$ cat src/design/kecf_pkg.sv
// kecf_pkg: shared constants, entry layout, controller/datapath command and status types
// and fingerprint helpers for the key entry cache
// no dependencies
`timescale 1ns / 1ps

package kecf_pkg;

	localparam int ENTRIES  = 16;
	localparam int FP_BYTES = 27;
	localparam int FP_MAX   = 32;
	localparam int IDX_W    = $clog2(ENTRIES);
	localparam int FP_W     = FP_BYTES * 8;
	localparam int FP_IN_W  = 216;
	localparam int LEN_W    = 12;
	localparam int EPOCH_W  = 32;
	localparam int KEY_W    = 64;
	localparam int OP_W     = 2;

	localparam logic [OP_W-1:0] OP_LOOKUP = 2'd0;
	localparam logic [OP_W-1:0] OP_STORE  = 2'd1;
	localparam logic [OP_W-1:0] OP_CLEAR  = 2'd2;

	typedef struct packed {
		logic [EPOCH_W-1:0] epoch;
		logic [LEN_W-1:0]   len;
		logic [FP_W-1:0]    fp;
		logic [KEY_W-1:0]   odd_lo;
		logic [KEY_W-1:0]   odd_hi;
		logic [KEY_W-1:0]   even_lo;
		logic [KEY_W-1:0]   even_hi;
	} entry_t;

	typedef struct packed {
		logic accept;
		logic lookup_start;
		logic store;
		logic clear;
		logic scan_issue;
		logic hit_set;
		logic out_load;
	} cmd_t;

	typedef struct packed {
		logic match;
		logic scan_end;
		logic iss_done;
		logic out_free;
	} sts_t;

	// byte 0 lands in the top byte; bytes past the input are zero
	function automatic logic [FP_W-1:0] fp_pack(input logic [63:0] w0, input logic [63:0] w1,
			input logic [63:0] w2, input logic [23:0] w3);
		logic [FP_MAX*8-1:0] full;
		full = {w0, w1, w2, w3, {(FP_MAX*8-FP_IN_W){1'b0}}};
		return full[FP_MAX*8-1 -: FP_W];
	endfunction

	// ones over the first min(len, FP_BYTES) bytes
	function automatic logic [FP_W-1:0] fp_mask(input logic [LEN_W-1:0] len);
		logic [FP_W-1:0] m;
		m = '0;
		for (int i = 0; i < FP_BYTES; i++) begin
			if (int'(len) > i) m[FP_W-1-8*i -: 8] = 8'hFF;
		end
		return m;
	endfunction

endpackage

$ cat src/design/kecf_ctrl.sv
// kecf_ctrl: sequencing state machine for the key entry cache
// depends on kecf_pkg
`timescale 1ns / 1ps

module kecf_ctrl (
	input  logic                      clk,
	input  logic                      arst_n,
	input  logic                      in_valid,
	output logic                      in_stall,
	input  logic [kecf_pkg::OP_W-1:0] op,
	input  kecf_pkg::sts_t            sts,
	output kecf_pkg::cmd_t            cmd
);
	import kecf_pkg::*;

	localparam logic [1:0] ST_IDLE = 2'd0;
	localparam logic [1:0] ST_SCAN = 2'd1;
	localparam logic [1:0] ST_DONE = 2'd2;

	logic [1:0] state_q;
	logic [1:0] state_nxt;

	always_comb begin
		cmd       = '0;
		state_nxt = state_q;
		in_stall  = (state_q != ST_IDLE);
		unique case (state_q)
			ST_IDLE: begin
				if (in_valid) begin
					cmd.accept = 1'b1;
					if (op == OP_LOOKUP) begin
						cmd.lookup_start = 1'b1;
						state_nxt        = ST_SCAN;
					end else begin
						cmd.store = (op == OP_STORE);
						cmd.clear = (op == OP_CLEAR);
						state_nxt = ST_DONE;
					end
				end
			end
			ST_SCAN: begin
				if (sts.match) begin
					cmd.hit_set = 1'b1;
					state_nxt   = ST_DONE;
				end else if (sts.scan_end) begin
					state_nxt = ST_DONE;
				end else if (!sts.iss_done) begin
					cmd.scan_issue = 1'b1;
				end
			end
			ST_DONE: begin
				if (sts.out_free) begin
					cmd.out_load = 1'b1;
					state_nxt    = ST_IDLE;
				end
			end
			default: state_nxt = ST_IDLE;
		endcase
	end

	always_ff @(posedge clk or negedge arst_n) begin
		if (!arst_n) state_q <= ST_IDLE;
		else state_q <= state_nxt;
	end

endmodule

$ cat config.mk
export PLATFORM = sky130hd
export DESIGN_NAME = kecf_ctrl
export DESIGN_NICKNAME = d
export VERILOG_FILES = /design/src/design/kecf_pkg.sv /design/src/design/kecf_ctrl.sv
export SDC_FILE = /design/constraint.sdc
export NUM_CORES = 1
export LEC_CHECK = 0
export BUFFER_PORTS_ARGS = -buffer_cell sky130_fd_sc_hd__buf_2
export CAP_MARGIN = 10
export CORE_AREA = 2 2 39 41
export DETAILED_ROUTE_END_ITERATION = 10
export DIE_AREA = 0 0 41 43
export PLACE_DENSITY = 0.46
export SLEW_MARGIN = 20
export SYNTH_ARGS = -nofsm -noshare
export SYNTH_HDL_FRONTEND = slang
export SYNTH_SLANG_ARGS = --single-unit
$ cat constraint.sdc
create_clock -name clk -period 2.9 [get_ports clk]
set_clock_uncertainty 0.2 [all_clocks]
set_input_delay 0.58 -clock clk [delete_from_list [all_inputs] [get_ports clk]]
set_output_delay 0.58 -clock clk [all_outputs]
set_load 0.01 [all_outputs]
==> results of run 1 <==
## cells by family after synthesis
family / count (synthesis) / synth area share
AO/OA/AOI/OAI: 3 / 0.109
buffers and inverters: 3 / 0.0652
flip-flops: 2 / 0.290
AND/OR/NAND/NOR: 14 / 0.536
## synthesized netlist by cell type
| cell type | instances | area, um2 |
|---|---|---|
| sky130_fd_sc_hd__dfrtp_1 | 2 | 50.1 |
| sky130_fd_sc_hd__nor2_2 | 1 | 6.26 |
| sky130_fd_sc_hd__nor4_1 | 1 | 6.26 |
| sky130_fd_sc_hd__nand2b_1 | 1 | 6.26 |
| sky130_fd_sc_hd__nor4b_2 | 1 | 15.0 |
| sky130_fd_sc_hd__nand2_2 | 1 | 6.26 |
| sky130_fd_sc_hd__a21oi_1 | 1 | 5.00 |
| sky130_fd_sc_hd__and3b_1 | 1 | 8.76 |
| sky130_fd_sc_hd__nor3b_2 | 1 | 12.5 |
| sky130_fd_sc_hd__nor2_1 | 5 | 18.8 |
| sky130_fd_sc_hd__o21ai_0 | 1 | 5.00 |
| sky130_fd_sc_hd__a2bb2oi_1 | 1 | 8.76 |
| sky130_fd_sc_hd__inv_1 | 3 | 11.3 |
| sky130_fd_sc_hd__nor3_1 | 1 | 5.00 |
| sky130_fd_sc_hd__nor3b_1 | 1 | 7.51 |
## cell type report
| cell class | count | area share |
|---|---|---|
| multi-input cells | 17 | 0.365 |
| repair buffers | 17 | 0.295 |
| well taps | 16 | 0.0656 |
| flip-flops and latches | 2 | 0.164 |
| inverters | 3 | 0.0369 |
| clock buffers | 3 | 0.0738 |
## repair_timing
action                    in CTS  in global routing
hold buffers                   1                  0
hold endpoints to repair       2                  0
setup buffers                  0                  0
## through the flow
step,power (mW),utilization,hold slack (ns)
after detailed placement,0.0882,0.197,0.171
after global routing,0.162,0.221,0.320
after global placement,0.0882,0.197,0.166
after floorplan,0.0657,-,0.0844
final,0.149,0.221,0.296
after CTS,0.155,0.221,0.304
## metal layers
metal / vias to the layer above / track usage / wire length (um)
met5: - / 0 / 0
met4: 0 / 0.0600 / 0
met3: 0 / 0.0628 / 61
met2: 10 / 0.0719 / 198
met1: 89 / 0.0514 / 208
li1: 116 / - / -
## where the power goes
group	switching (mW)	total (mW)	internal [mW]
Sequential	0.00595	0.0386	0.0326
Combinational	0.0253	0.0490	0.0237
Clock	0.0157	0.0613	0.0456
## path summary, 6_finish.rpt
kind / startpoint / endpoint / slack, ns / cells after the start
worst min register to register: state_q[1] / state_q[0] / 0.30 / 1
min in group asynchronous: arst_n / state_q[0] / 0.47 / 2
worst max register to register: state_q[0] / state_q[1] / 1.74 / 3
worst max-delay path: state_q[0] / cmd[4] / 0.89 / 4
max in group asynchronous: arst_n / state_q[1] / 1.93 / 2
worst min-delay path: state_q[1] / state_q[0] / 0.30 / 1
==> flow_metrics.tcl, run 1 <==
set metrics [dict create \
    multi_input_comb_area_um2 111 \
    clk_latency_ns 0.22 \
    worst_slew_pin_slew_ns 0.214 \
    layout.cells.most_common "sky130_fd_sc_hd__buf_2" \
    antenna_violating_nets_post_route 0 \
    dp_hpwl_um 383 \
    nets 53 \
    cp.arrival_ns 1.23 \
    timing.max_slew.rel_slack 0.856 \
    global_route.usage.total 0.0602 \
    synth.ff_latch_count 2 \
    final_cells 58 \
    drive_above_1_share 0.548 \
    crit_path_top_delay_cell "sky130_fd_sc_hd__dfrtp_1" \
    design.portCount 17 \
    largest_reg_flops 2 \
    grt_max_degree 7 \
    synth.net_count 31 \
    cts_root_buf "sky130_fd_sc_hd__clkbuf_4" \
    worstPathMaxFanout 6 \
    first_pass_iters 2 \
    cts_repair_resize_count 0 \
    via_per_inst 3.71 \
    hold_class "register to register" \
    post-place-ws_ns 0.994 \
    layout_worst_path_cycle_share 0.694 \
    critical_path_class "register to output port" \
    count_of_pins_over_their_slew_limit 0 \
    register_area_um2 50.0 \
    dieHeight_um 43 \
    critPathMaxStageDelay_ns 0.43 \
    leakagePower_nw 0.172 \
    grt_setup_unrepaired "false" \
    place_inst 54 \
    grt_pass1_vias 177 \
    warning_count_from_the_yosys_run 0 \
    max_rail_drop_vdd_mv 0.116 \
    avgSynthCellArea_um2 7.85 \
    avgRoutedWirePerCell_um 8.07 \
    clock_tree.buffer_depth 2 \
    count_of_max_cap_constraint_violations 0 \
    route.vias.total 215 \
    dpl_cell_area_um2 273 \
    setup-violations-final 0 \
    status "finished clean" \
    initial_util 0.125 \
    initial_drc_count 5 \
    registers.top_by_ff_count "state_q" \
    hold_viol 0 \
    finalWeightedCongestion 0.626 \
    yosysUniqueCellTypes 15 \
    grt_overflow 0 \
    cts.htree.levels 1 \
    detail_route.drc_violations 0 \
    cp-end-kind "output port" \
    antenna_violations_before_repair 0 \
    fp.dieArea_um2 1760 \
    worst-endpoint-required_ns 2.12 \
    floorplan.core_area_um2 1380 \
    synth-seq-area-share 0.290 \
    setup_tns_ns 0 \
    setup_slack_ns 0.888 \
    clkTransAtPathRegs_ns 0.03 \
    die_x_um 41 \
    final_cell_mix "sky130_fd_sc_hd__buf_2 (16), sky130_fd_sc_hd__nor2_1 (5), sky130_fd_sc_hd__inv_1 (3), sky130_fd_sc_hd__clkbuf_4 (3), sky130_fd_sc_hd__dfrtp_1 (2)" \
    numCtsBuffers 3 \
    synth_area_um2 173 \
    tritoncts "done" \
    std_cell_rows 14 \
    reg_top3 "state_q x2" \
    cellPowerDensity_nw_per_um2 488 \
    period_needed_ns 2.01 \
    antenna-diode-count 0 \
    grt_pass1_wl_um 614 \
    cts_sinks 2 \
    critical_path.startpoint_type "register" \
    cp_top_family "flip-flops" \
    critical_path_buf_inv_count 1 \
    synthesis.instances 22 \
    totalWireLength_um 468 \
    timing.fmax_ghz 0.497 \
    crit_chain "nor2_2 -> nand2_2 -> nor3b_1 -> buf_2" \
    layout.cell_area.non_filler_um2 305 \
    areaGrowthSynthToFinish_pct 76.8 \
    n_fill_cell 164 \
    place.port_buffers 16 \
]
(Power assumes the default switching activity.)
==> run 2: changes to the inputs <==
--- a/config.mk
+++ b/config.mk
@@ -10,7 +10,7 @@
 export CORE_AREA = 2 2 39 41
 export DETAILED_ROUTE_END_ITERATION = 10
 export DIE_AREA = 0 0 41 43
-export PLACE_DENSITY = 0.46
+export PLACE_DENSITY = 0.47
 export SLEW_MARGIN = 20
 export SYNTH_ARGS = -nofsm -noshare
 export SYNTH_HDL_FRONTEND = slang
==> constraint.sdc (replaced) <==
create_clock -name clk -period 1.8 [get_ports clk]
set_clock_uncertainty 0.2 [all_clocks]
set_input_delay 0.36 -clock clk [delete_from_list [all_inputs] [get_ports clk]]
set_output_delay 0.36 -clock clk [all_outputs]
set_load 0.01 [all_outputs]
==> flow_metrics.tcl, run 2 (same netlist as run 1, synthesis figures left out) <==
set metrics [dict create \
    antenna_violating_nets_post_route 0 \
    dp_hpwl_um 401 \
    global_route_track_usage_on_met1 0.0511 \
    initial_drc_count 0 \
    cp.arrival_ns 1.19 \
    timing.max_slew.rel_slack 0.877 \
    count_of_pins_over_their_slew_limit 0 \
    layout_worst_path_cycle_share 0.972 \
    design.portCount 17 \
    worst-endpoint-required_ns 1.24 \
    numCtsBuffers 3 \
    layout.cells.most_common "sky130_fd_sc_hd__buf_2" \
    grt_max_degree 6 \
    cp-end-kind "output port" \
    hold_viol 0 \
    multi_input_comb_area_um2 128 \
    register_area_um2 50.0 \
    cts.htree.levels 1 \
    timing.fmax_ghz 0.572 \
    cts_root_buf "sky130_fd_sc_hd__clkbuf_4" \
    worstPathMaxFanout 5 \
    fp.dieArea_um2 1760 \
    avgRoutedWirePerCell_um 8.89 \
    grt_overflow 0 \
    setup-violations-final 0 \
    totalWireLength_um 542 \
    grt_pass1_vias 230 \
    leakagePower_nw 0.191 \
    cts_sinks 2 \
    antenna-diode-count 0 \
    report.power.total_mw 0.252 \
    detail_route.drc_violations 0 \
    floorplan.core_area_um2 1380 \
    final_cell_mix "sky130_fd_sc_hd__buf_2 (16), sky130_fd_sc_hd__nor2_1 (5), sky130_fd_sc_hd__inv_1 (3), sky130_fd_sc_hd__clkbuf_4 (3), sky130_fd_sc_hd__buf_4 (3)" \
    global_route.usage.total 0.0721 \
    route.vias.total 245 \
    critical_path.startpoint_type "register" \
    globalRoute.busiestLayer "met2" \
    nets 56 \
    via_per_inst 4.02 \
    count_of_max_cap_constraint_violations 0 \
    worst_slew_pin_slew_ns 0.182 \
    critical_path_class "register to output port" \
    die_x_um 41 \
    grt.met3_usage 0.0262 \
    setup_tns_ns 0 \
    areaGrowthSynthToFinish_pct 99.3 \
    antenna_violations_before_repair 0 \
    finalWeightedCongestion 0.612 \
    registers.top_by_ff_count "state_q" \
    period_needed_ns 1.75 \
    finalCoreUtilization 0.249 \
    dieHeight_um 43 \
    status "finished clean" \
    largest_reg_flops 2 \
    clock_tree.buffer_depth 2 \
    groute.layer.met2.usage 0.122 \
    initial_util 0.125 \
    clk_latency_ns 0.22 \
    grt_setup_unrepaired "true" \
    hold_class "primary input to async pin" \
    tritoncts "done" \
    cellPowerDensity_nw_per_um2 731 \
    first_pass_iters 1 \
    drive_above_1_share 0.644 \
    hold_slack_ns 0.246 \
    clkTransAtPathRegs_ns 0.03 \
    grt_pass1_wl_um 814 \
    place.port_buffers 16 \
    reg_top3 "state_q x2" \
    std_cell_rows 14 \
    max_rail_drop_vdd_mv 0.187 \
    n_fill_cell 172 \
]
run 2: layer usage:
metal,part of all wire,wire [um]
met4,0,0
met3,0.089,48
met1,0.36,193
met5,0,0
met2,0.55,300
run 2: final cells by class:
cell class | count | share of cell area
tap | 16 | 0.0582
multi-input combinational | 17 | 0.371
sequential | 2 | 0.145
clock buffer | 3 | 0.0655
inverter | 3 | 0.0327
timing repair buffer | 20 | 0.327
run 2: critical path, stage by stage (launching register included):
cell and delay [ns]:
sky130_fd_sc_hd__dfrtp_1 0.40, sky130_fd_sc_hd__nor2_2 0.15, sky130_fd_sc_hd__nand2_2 0.11, sky130_fd_sc_hd__nor3b_2 0.16, sky130_fd_sc_hd__buf_2 0.14
run 2: where the power goes:
part	total [mW]	internal, mW	switching (mW)	leakage (nW)
clock	0.0991	0.0736	0.0255	0.0138
sequential	0.0613	0.0526	0.00867	0.0259
combinational	0.0913	0.0443	0.0470	0.152
total	0.252	0.170	0.0812	0.191
run 2: stage by stage:
stage / setup WS, ns / cells / instance area, um2
final: 0.0511 / 61 / 344
after global routing: -0.0386 / 61 / 344
after CTS: 0.00252 / 60 / 320
after detailed placement: 0.249 / 54 / 273
after global placement: 0.271 / 54 / 273
after floorplan: 0.294 / 22 / 173
run 2: final timing paths:
path / to / slack [ns] / depth (start not counted) / from
worst max-delay path: cmd[4] / 0.05 / 4 / state_q[1]
max in group asynchronous: state_q[1] / 1.06 / 2 / arst_n
worst max register to register: state_q[0] / 0.44 / 5 / state_q[0]
worst min-delay path: state_q[0] / 0.25 / 2 / arst_n
worst min register to register: state_q[0] / 0.30 / 1 / state_q[1]
min in group clk: state_q[1] / 0.29 / 3 / op[1]
run 2: what timing repair did:
item                                    in CTS  in global routing
setup buffers                                2                  1
gates cloned                                 0                  0
pin swaps                                    1                  3
endpoints found under the setup margin       1                  4
hold endpoints to repair                     2                  0
hold buffers                                 1                  0
resized for setup                            0                  3
==> run 3: changes to the inputs <==
--- a/config.mk
+++ b/config.mk
@@ -10,7 +10,8 @@
 export CORE_AREA = 2 2 39 41
 export DETAILED_ROUTE_END_ITERATION = 10
 export DIE_AREA = 0 0 41 43
-export PLACE_DENSITY = 0.47
+export MAX_ROUTING_LAYER = met4
+export PLACE_DENSITY = 0.37
 export SLEW_MARGIN = 20
 export SYNTH_ARGS = -nofsm -noshare
 export SYNTH_HDL_FRONTEND = slang
==> flow_metrics.tcl, run 3 (same netlist as run 1, synthesis figures left out) <==
set metrics [dict create \
    antenna-diode-count 0 \
    antenna_violating_nets_post_route 0 \
    cp.arrival_ns 1.19 \
    initial_drc_count 0 \
    timing.max_slew.rel_slack 0.872 \
    largest_reg_flops 2 \
    antenna_violations_before_repair 0 \
    hold_slack_ns 0.242 \
    report.power.total_mw 0.271 \
    place_inst 54 \
    worst-endpoint-required_ns 1.24 \
    std_cell_rows 14 \
    clkTransAtPathRegs_ns 0.03 \
    via_per_inst 3.88 \
    critical_path.startpoint_type "register" \
    die_x_um 41 \
    cp-end-kind "output port" \
    clk_latency_ns 0.23 \
    detail_route.drc_violations 0 \
    final_cells 60 \
    grt_overflow 0 \
    post-place-ws_ns 0.248 \
    critical_path_buf_inv_count 1 \
    initial_util 0.125 \
    setup_tns_ns 0 \
    grt_pass1_vias 206 \
    numCtsBuffers 3 \
    totalWireLength_um 488 \
    timing.fmax_ghz 0.570 \
    final_cell_mix "sky130_fd_sc_hd__buf_2 (16), sky130_fd_sc_hd__nor2_1 (5), sky130_fd_sc_hd__inv_1 (3), sky130_fd_sc_hd__clkbuf_4 (3)" \
    floorplan.core_area_um2 1380 \
    grt_max_degree 7 \
    cts_sinks 2 \
    areaGrowthSynthToFinish_pct 104 \
    count_of_max_cap_constraint_violations 0 \
    setup-violations-final 0 \
    first_pass_iters 1 \
    drive_above_1_share 0.682 \
    design.portCount 17 \
    layout.cells.most_common "sky130_fd_sc_hd__buf_2" \
    reg_top3 "state_q x2" \
    crit_chain "nor2_4 -> nand2_4 -> nor3b_2 -> buf_2" \
    multi_input_comb_area_um2 140 \
    nets 55 \
    clock_tree.buffer_depth 2 \
    dp_hpwl_um 382 \
    max_rail_drop_vdd_mv 0.194 \
    finalCoreUtilization 0.254 \
    critPathMaxStageDelay_ns 0.45 \
    registers.top_by_ff_count "state_q" \
    worstPathMaxFanout 6 \
    worst_slew_pin_slew_ns 0.191 \
    setup_slack_ns 0.0456 \
    cp_top_family "flip-flops" \
    place.port_buffers 16 \
    count_of_pins_over_their_slew_limit 0 \
    layout.cell_area.non_filler_um2 352 \
    dieHeight_um 43 \
    critical_path_class "register to output port" \
    grt_pass1_wl_um 669 \
    grt_setup_unrepaired "true" \
    hold_viol 0 \
    finalWeightedCongestion 0.592 \
    cts_root_buf "sky130_fd_sc_hd__clkbuf_4" \
    cellPowerDensity_nw_per_um2 772 \
    route.vias.total 233 \
    fp.dieArea_um2 1760 \
    status "finished clean" \
    register_area_um2 52.6 \
    layout_worst_path_cycle_share 0.975 \
    period_needed_ns 1.75 \
    avgRoutedWirePerCell_um 8.13 \
    crit_path_top_delay_cell "sky130_fd_sc_hd__dfrtp_2" \
    n_fill_cell 162 \
    cts.htree.levels 1 \
    hold_class "primary input to async pin" \
    global_route.usage.total 0.0627 \
    dpl_cell_area_um2 273 \
    tritoncts "done" \
    leakagePower_nw 0.191 \
]
==> run 3: changes by cell type in the layout (fill, tap and decap cells not counted) <==
cell	before	now
sky130_fd_sc_hd__buf_4	3	2
sky130_fd_sc_hd__nand2_4	0	1
sky130_fd_sc_hd__nand2b_4	0	1
sky130_fd_sc_hd__dfrtp_2	0	2
sky130_fd_sc_hd__nand2b_1	1	0
sky130_fd_sc_hd__nor3_2	1	0
sky130_fd_sc_hd__dfrtp_1	2	0
sky130_fd_sc_hd__nor2_2	1	0
sky130_fd_sc_hd__nand2_2	1	0
sky130_fd_sc_hd__nor2_4	0	1
sky130_fd_sc_hd__nor3_1	0	1
==> run 3: where the power goes <==
part	internal [mW]	switching, mW
sequential	0.0541	0.0133
clock	0.0739	0.0297
combinational	0.0534	0.0470
total	0.181	0.0900
==> run 3: timing repair <==
item                                    in CTS  in global routing
hold endpoints to repair                     2                  0
resized for setup                            0                  7
buffers inserted                             0                  2
hold buffers                                 1                  0
endpoints found under the setup margin       0                  3
==> run 3: routing by layer <==
layer  GRT usage  vias to the layer above  wire, um  share of wire
met4      0.0600                        0        17          0.035
met3      0.0314                        2        54           0.11
met1      0.0417                      101       174           0.36
li1            -                      120         -              -
met2       0.103                       10       241           0.49
met5           -                        -         0              0
==> run 3: path summary, 6_finish.rpt <==
kind / from / endpoint / slack (ns) / cells past startpoint
max: state_q[0] / cmd[3] / 0.05 / 4
min: arst_n / state_q[1] / 0.24 / 2
max reg2reg: state_q[0] / state_q[0] / 0.52 / 4
min reg2reg: state_q[1] / state_q[0] / 0.30 / 1
max in group asynchronous: arst_n / state_q[0] / 1.05 / 2
min in group clk: op[1] / state_q[1] / 0.25 / 3
==> run 3: final cells by class <==
type / count / area share
clock buffer: 3 / 0.0641
multi-input combinational: 17 / 0.399
sequential: 2 / 0.149
timing repair buffer: 19 / 0.299
tap: 16 / 0.0569
inverter: 3 / 0.0320
